## src/rtl/rms_pkg.sv

```systemverilog
// rms_pkg: shared types and constants for the windowed RMS level meter.
// No dependencies; imported by every module of the block.
`timescale 1ns / 1ps

package rms_pkg;

  localparam int MAG_W  = 24;   // aligned sample magnitude, at most 2^23
  localparam int SQ_W   = 47;   // square of the magnitude, at most 2^46
  localparam int SUM_W  = 62;   // saturating sum of squares
  localparam int CNT_W  = 16;   // samples in the window
  localparam int ROOT_W = 31;   // root of a 62-bit mean
  localparam int REM_W  = 32;   // root remainder, at most 2 * root
  localparam int UNIT_W = 34;   // shared compare-subtract width
  localparam int STEP_W = 6;    // iteration counter

  localparam logic [CNT_W-1:0]  MAX_WINDOW_SAMPLES = 16'd32768;
  localparam logic [SUM_W-1:0]  SUM_MAX            = {SUM_W{1'b1}};
  localparam logic [STEP_W-1:0] DIV_STEPS_M1       = 6'(SUM_W - 1);
  localparam logic [STEP_W-1:0] ROOT_STEPS_M1      = 6'(ROOT_W - 1);

  // sample_format codes
  localparam logic [1:0] FMT_U8  = 2'd0;
  localparam logic [1:0] FMT_S16 = 2'd1;
  localparam logic [1:0] FMT_S24 = 2'd2;
  localparam logic [1:0] FMT_NONE = 2'd3;

  // register index (paddr[2])
  localparam logic REG_SAMPLE_FORMAT = 1'b0;

  typedef struct packed {
    logic              ge;    // a >= b
    logic [UNIT_W-1:0] diff;  // a - b
  } cmpsub_res_t;

  typedef enum logic [5:0] {
    S_IDLE = 6'b000001,
    S_SQR  = 6'b000010,
    S_ACC  = 6'b000100,
    S_DIV  = 6'b001000,
    S_ROOT = 6'b010000,
    S_OUT  = 6'b100000
  } state_t;

endpackage

```

## src/rtl/rms_decode.sv

```systemverilog
// rms_decode: turns a raw sample word into its magnitude aligned to signed 24 bits.
// Depends on rms_pkg for the format codes and widths.
`timescale 1ns / 1ps

module rms_decode import rms_pkg::*; (
  input  logic [1:0]       fmt,
  input  logic [23:0]      word,
  output logic [MAG_W-1:0] mag
);

  logic [8:0]  m8;
  logic [16:0] m16;
  logic [24:0] m24;

  always_comb begin
    m8  = word[7] ? {2'b0, word[6:0]} : (9'd128 - {1'b0, word[7:0]});
    m16 = word[15] ? (17'h10000 - {1'b0, word[15:0]}) : {1'b0, word[15:0]};
    m24 = word[23] ? (25'h1000000 - {1'b0, word}) : {1'b0, word};
    unique case (fmt)
      FMT_U8:   mag = {m8[7:0], 16'd0};
      FMT_S16:  mag = {m16[15:0], 8'd0};
      FMT_S24:  mag = m24[MAG_W-1:0];
      FMT_NONE: mag = '0;
      default:  mag = '0;
    endcase
  end

endmodule

```

## src/rtl/rms_cmpsub.sv

```systemverilog
// rms_cmpsub: the one compare-subtract unit shared by the divide and root steps.
// Depends on rms_pkg for the unit width and result struct.
`timescale 1ns / 1ps

module rms_cmpsub import rms_pkg::*; (
  input  logic [UNIT_W-1:0] a,
  input  logic [UNIT_W-1:0] b,
  output cmpsub_res_t       res
);

  logic [UNIT_W:0] d;

  assign d        = {1'b0, a} - {1'b0, b};
  assign res.ge   = ~d[UNIT_W];
  assign res.diff = d[UNIT_W-1:0];

endmodule

```

## src/rtl/windowed_rms_level_meter.sv

```systemverilog
// windowed_rms_level_meter: top level, sequencer, accumulator and config port.
// Depends on rms_pkg, rms_decode and rms_cmpsub.
//
//  channel | direction | handshake          | payload
//  in      | input     | in_valid/in_stall  | in_sample_word, in_last_in_window
//  out     | output    | out_valid/out_stall| out_rms_level
//  cfg     | input     | psel/penable/pready| paddr, pwrite, pwdata, prdata
//
// A sample that does not close the window passes through accept, square and add.
// A closing sample adds 62 restoring divide steps and 31 root steps, both on the
// shared compare-subtract unit, then loads the output once out_stall lets it.
// Synchronous active-low reset clears sum, count, format (to 16-bit) and control.
// in_stall is high while a transaction is in work; out_stall holds the result.
`timescale 1ns / 1ps

module windowed_rms_level_meter import rms_pkg::*; (
  input  logic        clk,
  input  logic        rst_n,
  input  logic        in_valid,
  output logic        in_stall,
  input  logic [23:0] in_sample_word,
  input  logic        in_last_in_window,
  output logic        out_valid,
  input  logic        out_stall,
  output logic [23:0] out_rms_level,
  input  logic        psel,
  input  logic        penable,
  input  logic        pwrite,
  input  logic [2:0]  paddr,
  input  logic [31:0] pwdata,
  output logic [31:0] prdata,
  output logic        pready
);

  state_t              state_r, state_nxt;
  logic [1:0]          fmt_r;
  logic [MAG_W-1:0]    mag, mag_r;
  logic [SQ_W-1:0]     sq_r;
  logic                last_r, take_r;
  logic [SUM_W-1:0]    sum_r, sum_new;
  logic [SUM_W:0]      sum_add;
  logic [CNT_W-1:0]    cnt_r;
  logic [SUM_W-1:0]    q_r;
  logic [REM_W-1:0]    rem_r;
  logic [ROOT_W-1:0]   root_r;
  logic [STEP_W-1:0]   step_r;
  logic                out_valid_r;
  logic [23:0]         out_level_r;
  logic [UNIT_W-1:0]   unit_a, unit_b;
  cmpsub_res_t         unit_res;
  logic                in_acc, out_free;

  rms_decode u_decode (
    .fmt  (fmt_r),
    .word (in_sample_word),
    .mag  (mag)
  );

  rms_cmpsub u_cmpsub (
    .a   (unit_a),
    .b   (unit_b),
    .res (unit_res)
  );

  // configuration port
  assign pready = 1'b1;
  assign prdata = (paddr[2] == REG_SAMPLE_FORMAT) ? {30'd0, fmt_r} : 32'd0;

  always_ff @(posedge clk) begin
    if (!rst_n) begin
      fmt_r <= FMT_S16;
    end else if (psel && penable && pwrite && pready && paddr[2] == REG_SAMPLE_FORMAT) begin
      fmt_r <= pwdata[1:0];
    end
  end

  assign in_stall  = (state_r != S_IDLE);
  assign in_acc    = in_valid && !in_stall;
  assign out_valid = out_valid_r;
  assign out_rms_level = out_level_r;
  assign out_free  = !out_valid_r || !out_stall;

  assign sum_add = {1'b0, sum_r} + (SUM_W+1)'(sq_r);
  assign sum_new = sum_add[SUM_W] ? SUM_MAX : sum_add[SUM_W-1:0];

  // operands of the shared unit: divide step or root step
  always_comb begin
    if (state_r == S_ROOT) begin
      unit_a = {rem_r, q_r[SUM_W-1 -: 2]};
      unit_b = UNIT_W'({root_r, 2'b01});
    end else begin
      unit_a = UNIT_W'({rem_r[CNT_W-1:0], q_r[SUM_W-1]});
      unit_b = UNIT_W'(cnt_r);
    end
  end

  always_comb begin
    state_nxt = state_r;
    unique case (state_r)
      S_IDLE:  if (in_acc) state_nxt = S_SQR;
      S_SQR:   state_nxt = S_ACC;
      S_ACC:   state_nxt = last_r ? S_DIV : S_IDLE;
      S_DIV:   if (step_r == '0) state_nxt = S_ROOT;
      S_ROOT:  if (step_r == '0) state_nxt = S_OUT;
      S_OUT:   if (out_free) state_nxt = S_IDLE;
      default: state_nxt = S_IDLE;
    endcase
  end

  always_ff @(posedge clk) begin
    if (!rst_n) begin
      state_r     <= S_IDLE;
      sum_r       <= '0;
      cnt_r       <= '0;
      out_valid_r <= 1'b0;
    end else begin
      state_r <= state_nxt;
      if (state_r == S_ACC && take_r) begin
        sum_r <= sum_new;
        cnt_r <= cnt_r + 1'b1;
      end
      if (state_r == S_OUT && out_free) begin
        sum_r       <= '0;
        cnt_r       <= '0;
        out_valid_r <= 1'b1;
      end else if (out_valid_r && !out_stall) begin
        out_valid_r <= 1'b0;
      end
    end
  end

  // datapath registers
  always_ff @(posedge clk) begin
    unique case (state_r)
      S_IDLE: begin
        if (in_acc) begin
          mag_r  <= mag;
          last_r <= in_last_in_window;
          take_r <= (cnt_r < MAX_WINDOW_SAMPLES);
        end
      end
      S_SQR: begin
        sq_r <= SQ_W'(mag_r * mag_r);
      end
      S_ACC: begin
        q_r    <= take_r ? sum_new : sum_r;
        rem_r  <= '0;
        step_r <= DIV_STEPS_M1;
      end
      S_DIV: begin
        // restoring divide: quotient bits shift into q_r from the right
        q_r <= {q_r[SUM_W-2:0], unit_res.ge};
        if (step_r == '0) begin
          rem_r  <= '0;
          root_r <= '0;
          step_r <= ROOT_STEPS_M1;
        end else begin
          rem_r  <= unit_res.ge ? REM_W'(unit_res.diff[CNT_W-1:0])
                                : REM_W'({rem_r[CNT_W-2:0], q_r[SUM_W-1]});
          step_r <= step_r - 1'b1;
        end
      end
      S_ROOT: begin
        // two radicand bits per step off the top of q_r
        rem_r  <= unit_res.ge ? unit_res.diff[REM_W-1:0] : unit_a[REM_W-1:0];
        root_r <= {root_r[ROOT_W-2:0], unit_res.ge};
        q_r    <= {q_r[SUM_W-3:0], 2'b00};
        step_r <= step_r - 1'b1;
      end
      S_OUT: begin
        if (out_free) out_level_r <= root_r[23:0];
      end
      default: ;
    endcase
  end

  // a division step never sees an empty window
  a_div_nonzero: assert property (@(posedge clk) disable iff (!rst_n)
    state_r == S_DIV |-> cnt_r != '0)
    else $error("divide by zero count");

  // level never exceeds full scale
  a_full_scale: assert property (@(posedge clk) disable iff (!rst_n)
    out_valid |-> out_rms_level <= 24'h800000)
    else $error("rms level above full scale");

  // an accepted transaction blocks the input until its work is done
  a_busy_after_accept: assert property (@(posedge clk) disable iff (!rst_n)
    in_valid && !in_stall |=> in_stall)
    else $error("input accepted twice in a row");

  // a result is only loaded from the output state
  a_out_source: assert property (@(posedge clk) disable iff (!rst_n)
    $rose(out_valid) |-> $past(state_r == S_OUT))
    else $error("result raised outside output state");

endmodule

```

## config.mk

```make
export PLATFORM = sky130hd
export DESIGN_NAME = windowed_rms_level_meter
export DESIGN_NICKNAME = d
export VERILOG_FILES = /design/src/rtl/rms_pkg.sv /design/src/rtl/rms_decode.sv /design/src/rtl/rms_cmpsub.sv /design/src/rtl/windowed_rms_level_meter.sv
export SDC_FILE = /design/constraint.sdc
export NUM_CORES = 2
export LEC_CHECK = 0
export BUFFER_PORTS_ARGS = -buffer_cell sky130_fd_sc_hd__buf_4
export CAP_MARGIN = 25
export CORE_UTILIZATION = 42
export DETAILED_ROUTE_END_ITERATION = 7
export HOLD_SLACK_MARGIN = 0.08
export REMOVE_ABC_BUFFERS = 1
export SETUP_SLACK_MARGIN = 0.5
export SLEW_MARGIN = 30
export SYNTH_ARGS = -nofsm -noshare
export SYNTH_HDL_FRONTEND = slang
export SYNTH_SLANG_ARGS = --single-unit
```

## constraint.sdc

```tcl
create_clock -name clk -period 9.1 [get_ports clk]
set_clock_uncertainty 0.1 [all_clocks]
set_input_delay 1.365 -clock clk [delete_from_list [all_inputs] [get_ports clk]]
set_output_delay 1.365 -clock clk [all_outputs]
set_load 0.005 [all_outputs]
```

==> results_dict.tcl <==
set metrics [dict create \
    status "complete, no violations" \
    synthCells 3778 \
    maxSlewViolCount 0 \
    grt_overflow_total 0 \
    syn-cell-area_um2 34900 \
    layout.nets 4502 \
    cp_slowest_cell "edfxtp_1" \
    cts_tree "done" \
    cp_num_buf_inv 9 \
    netlist_top_cells_count "inv_1 (647), fa_1 (428), nand2_1 (383), ha_1 (253), edfxtp_1 (227)" \
    root_buffer "clkbuf_16" \
    cts_sinks 314 \
    port_buffers 62 \
    cts_max_path_buffers 3 \
    antenna_found_initial 0 \
    ff2ff_path_depth 28 \
    first_pass_iters 5 \
    die-height_um 290 \
    fin_setup_tns_ps 0 \
    postLayoutCoreUtil_pct 45.8 \
    final_antenna_net_count 0 \
    global_route.usage.met1_pct 26.3 \
    vias 25300 \
    yosys-top-cells-area "fa_1 (25%), edfxtp_1 (20%), ha_1 (9.1%)" \
    cp.arrival_ps 8310 \
    gp_congestion 0.889 \
    cp_max_fo 14 \
    setup_viol 0 \
    grt_use_met2_pct 31.2 \
    finalHoldViolCount 0 \
    synth-main-ff-cell "edfxtp_1" \
    synth_edf_count 227 \
    rrSetupSlack_ps 990 \
    drt_wl_total_um 77500 \
    post-route-cell-area_um2 37700 \
    syn_to_final_growth_pct 7.94 \
    period_share_pct 89.1 \
    avgViaCountPerCell 5.20 \
    max_stage_delay_ps 650 \
    place_area_um2 36300 \
    drtIter0Drc 1291 \
    wl_per_cell_um 16.0 \
    postSynthAreaPerCell_um2 9.24 \
    grt_pass1_vias 25900 \
    critical_path_required_ps 9300 \
    slew_headroom_pct 40.2 \
    tightest_slew_ps 897 \
    n_antenna_cell 0 \
    grt_max_degree 90 \
    whs_path_depth 0 \
    max_cap_violations 0 \
    end_kind "flip-flop" \
    synthArstFlopShare_pct 0 \
    cp_num_cells 28 \
    cp-start-kind "flip-flop" \
    top_usage_layer "met2" \
    row_count 105 \
    r2r_start "mag_r[5]" \
    synth_top_area_cell "fa_1" \
    cts.htree.levels 2 \
    clock_latency_ps 580 \
    rsz0062_at_grt "true" \
    path_class "reg2reg" \
    ys_seq_elements 314 \
    hp-start "root_r[15]" \
    period_needed_ps 8110 \
    place_hpwl_um 59800 \
    cts_hold_buf 0 \
    drive_above_1_share_pct 5.63 \
    ys_seq_area_share_pct 24.5 \
    yosysTopAreaCellShare_pct 24.5 \
    clk_pin_slew_ps 60 \
    io_pins 126 \
    yosys.cell_types.count 76 \
    cts_buffers 39 \
    placed_cells 4780 \
    initial_utilization_pct 42.5 \
    ys_warn_count 0 \
    layoutNonFillerInstCount 4855 \
    fmax_mhz 123 \
    yosys.cell_count.top_type "inv_1" \
    hold_class "reg2reg" \
    r2r-end "sq_r[44]" \
    dieArea_um2 84300 \
    coreArea_um2 82200 \
    drc_errors 0 \
    grt_use_total_pct 18.7 \
    holdPathEnd "out_rms_level[15]" \
    cp_top_family "adder cells" \
    grt_pass1_wl_um 131000 \
    grtUsageMet3_pct 1.70 \
    fp.dieW_um 290 \
]
-- per-layer routing --
metal / share of wire [%] / routed length, µm
met5: 0 / 0
met4: 2.0 / 1550
met3: 3.3 / 2520
met2: 46 / 35600
met1: 49 / 37800
-- worst register-to-register path: cells and delay by family, from the launching register on --
kind	cells	cell delay, ps
AO/OA/AOI/OAI	9	2110
flip-flops	1	650
adder cells (fa/ha/maj)	8	3810
buffers and inverters	9	940
AND/OR/NAND/NOR	1	140
XOR/XNOR	1	100
-- registers in the layout, summed over array words and instances, names as in the netlist, 6 cells and up --
signal	cells
rem_r	32
cnt_r	16
mag_r	24
root_r	31
step_r	6
sum_r	62
q_r	62
out_rms_level	24
sq_r	46
state_r	6
-- worst max path at each step --
stage               startpoint        to  slack, ps
global route          mag_r[8]  sq_r[44]        490
CTS                   mag_r[6]  sq_r[42]        830
floorplan           state_r[5]    q_r[0]        390
global placement      mag_r[6]  sq_r[46]        930
finish                mag_r[5]  sq_r[44]        990
detailed placement    mag_r[6]  sq_r[42]        870
-- timing repair --
| action | CTS | global route |
|---|---|---|
| setup endpoints to repair | 0 | 2 |
| buffers inserted | 0 | 2 |
| hold endpoints to repair | 0 | 0 |
| gates resized for setup | 0 | 1 |
-- area by class of cell --
type	count	area, µm²
clock buffer	50	1030
sequential	314	8560
fill	7983	44600
tap	1070	1340
inverter	647	2430
clock inverter	22	284
multi-input combinational	2644	23200
timing repair buffer	108	831
-- cell families (layout without fill, tap and decap cells) --
logic type	after synthesis	in the layout	share of synthesized area, %
multiplexers	20	20	0.577
buffers and inverters	849	827	9.47
AND/OR/NAND/NOR	1003	1003	13.9
other	2	31	0.0215
flip-flops	314	314	24.5
adder cells (fa/ha/maj)	681	681	33.6
AO/OA/AOI/OAI	743	743	13.7
XOR/XNOR	166	166	4.16
-- placed cells by master, fill, tap and decap left out, drive strengths merged, types with 12 or more instances in the layout --
cell	Yosys	layout
inv	647	652
fa	428	428
nand2	383	383
ha	253	253
edfxtp	227	227
and2	193	193
a21oi	193	193
nor2	192	192
o21ai	171	171
buf	45	108
xnor2	88	88
dfxtp	87	87
xor2	78	78
a21o	66	66
a211oi	50	50
clkbuf	157	50
a22oi	37	37
nand3	36	36
conb	2	31
nand4	29	29
o22ai	29	29
nor3	28	28
a31oi	27	27
nor2b	26	26
and3	23	23
o21bai	22	22
a221o	21	21
or3	20	20
mux2i	19	19
o21a	19	19
nand2b	15	15
a221oi	15	15
a21boi	13	13
o31ai	13	13
or2	12	12
-- stage by stage --
stage / setup WS [ps] / hold WS, ps
after global routing: 487 / 347
after floorplan: 388 / 317
after global placement: 934 / 324
final: 991 / 341
after detailed placement: 873 / 327
after CTS: 829 / 340
Power is left out: the tool's default activity adds up to more than one toggle a clock period on the data nets, which glitch-free logic cannot reach.
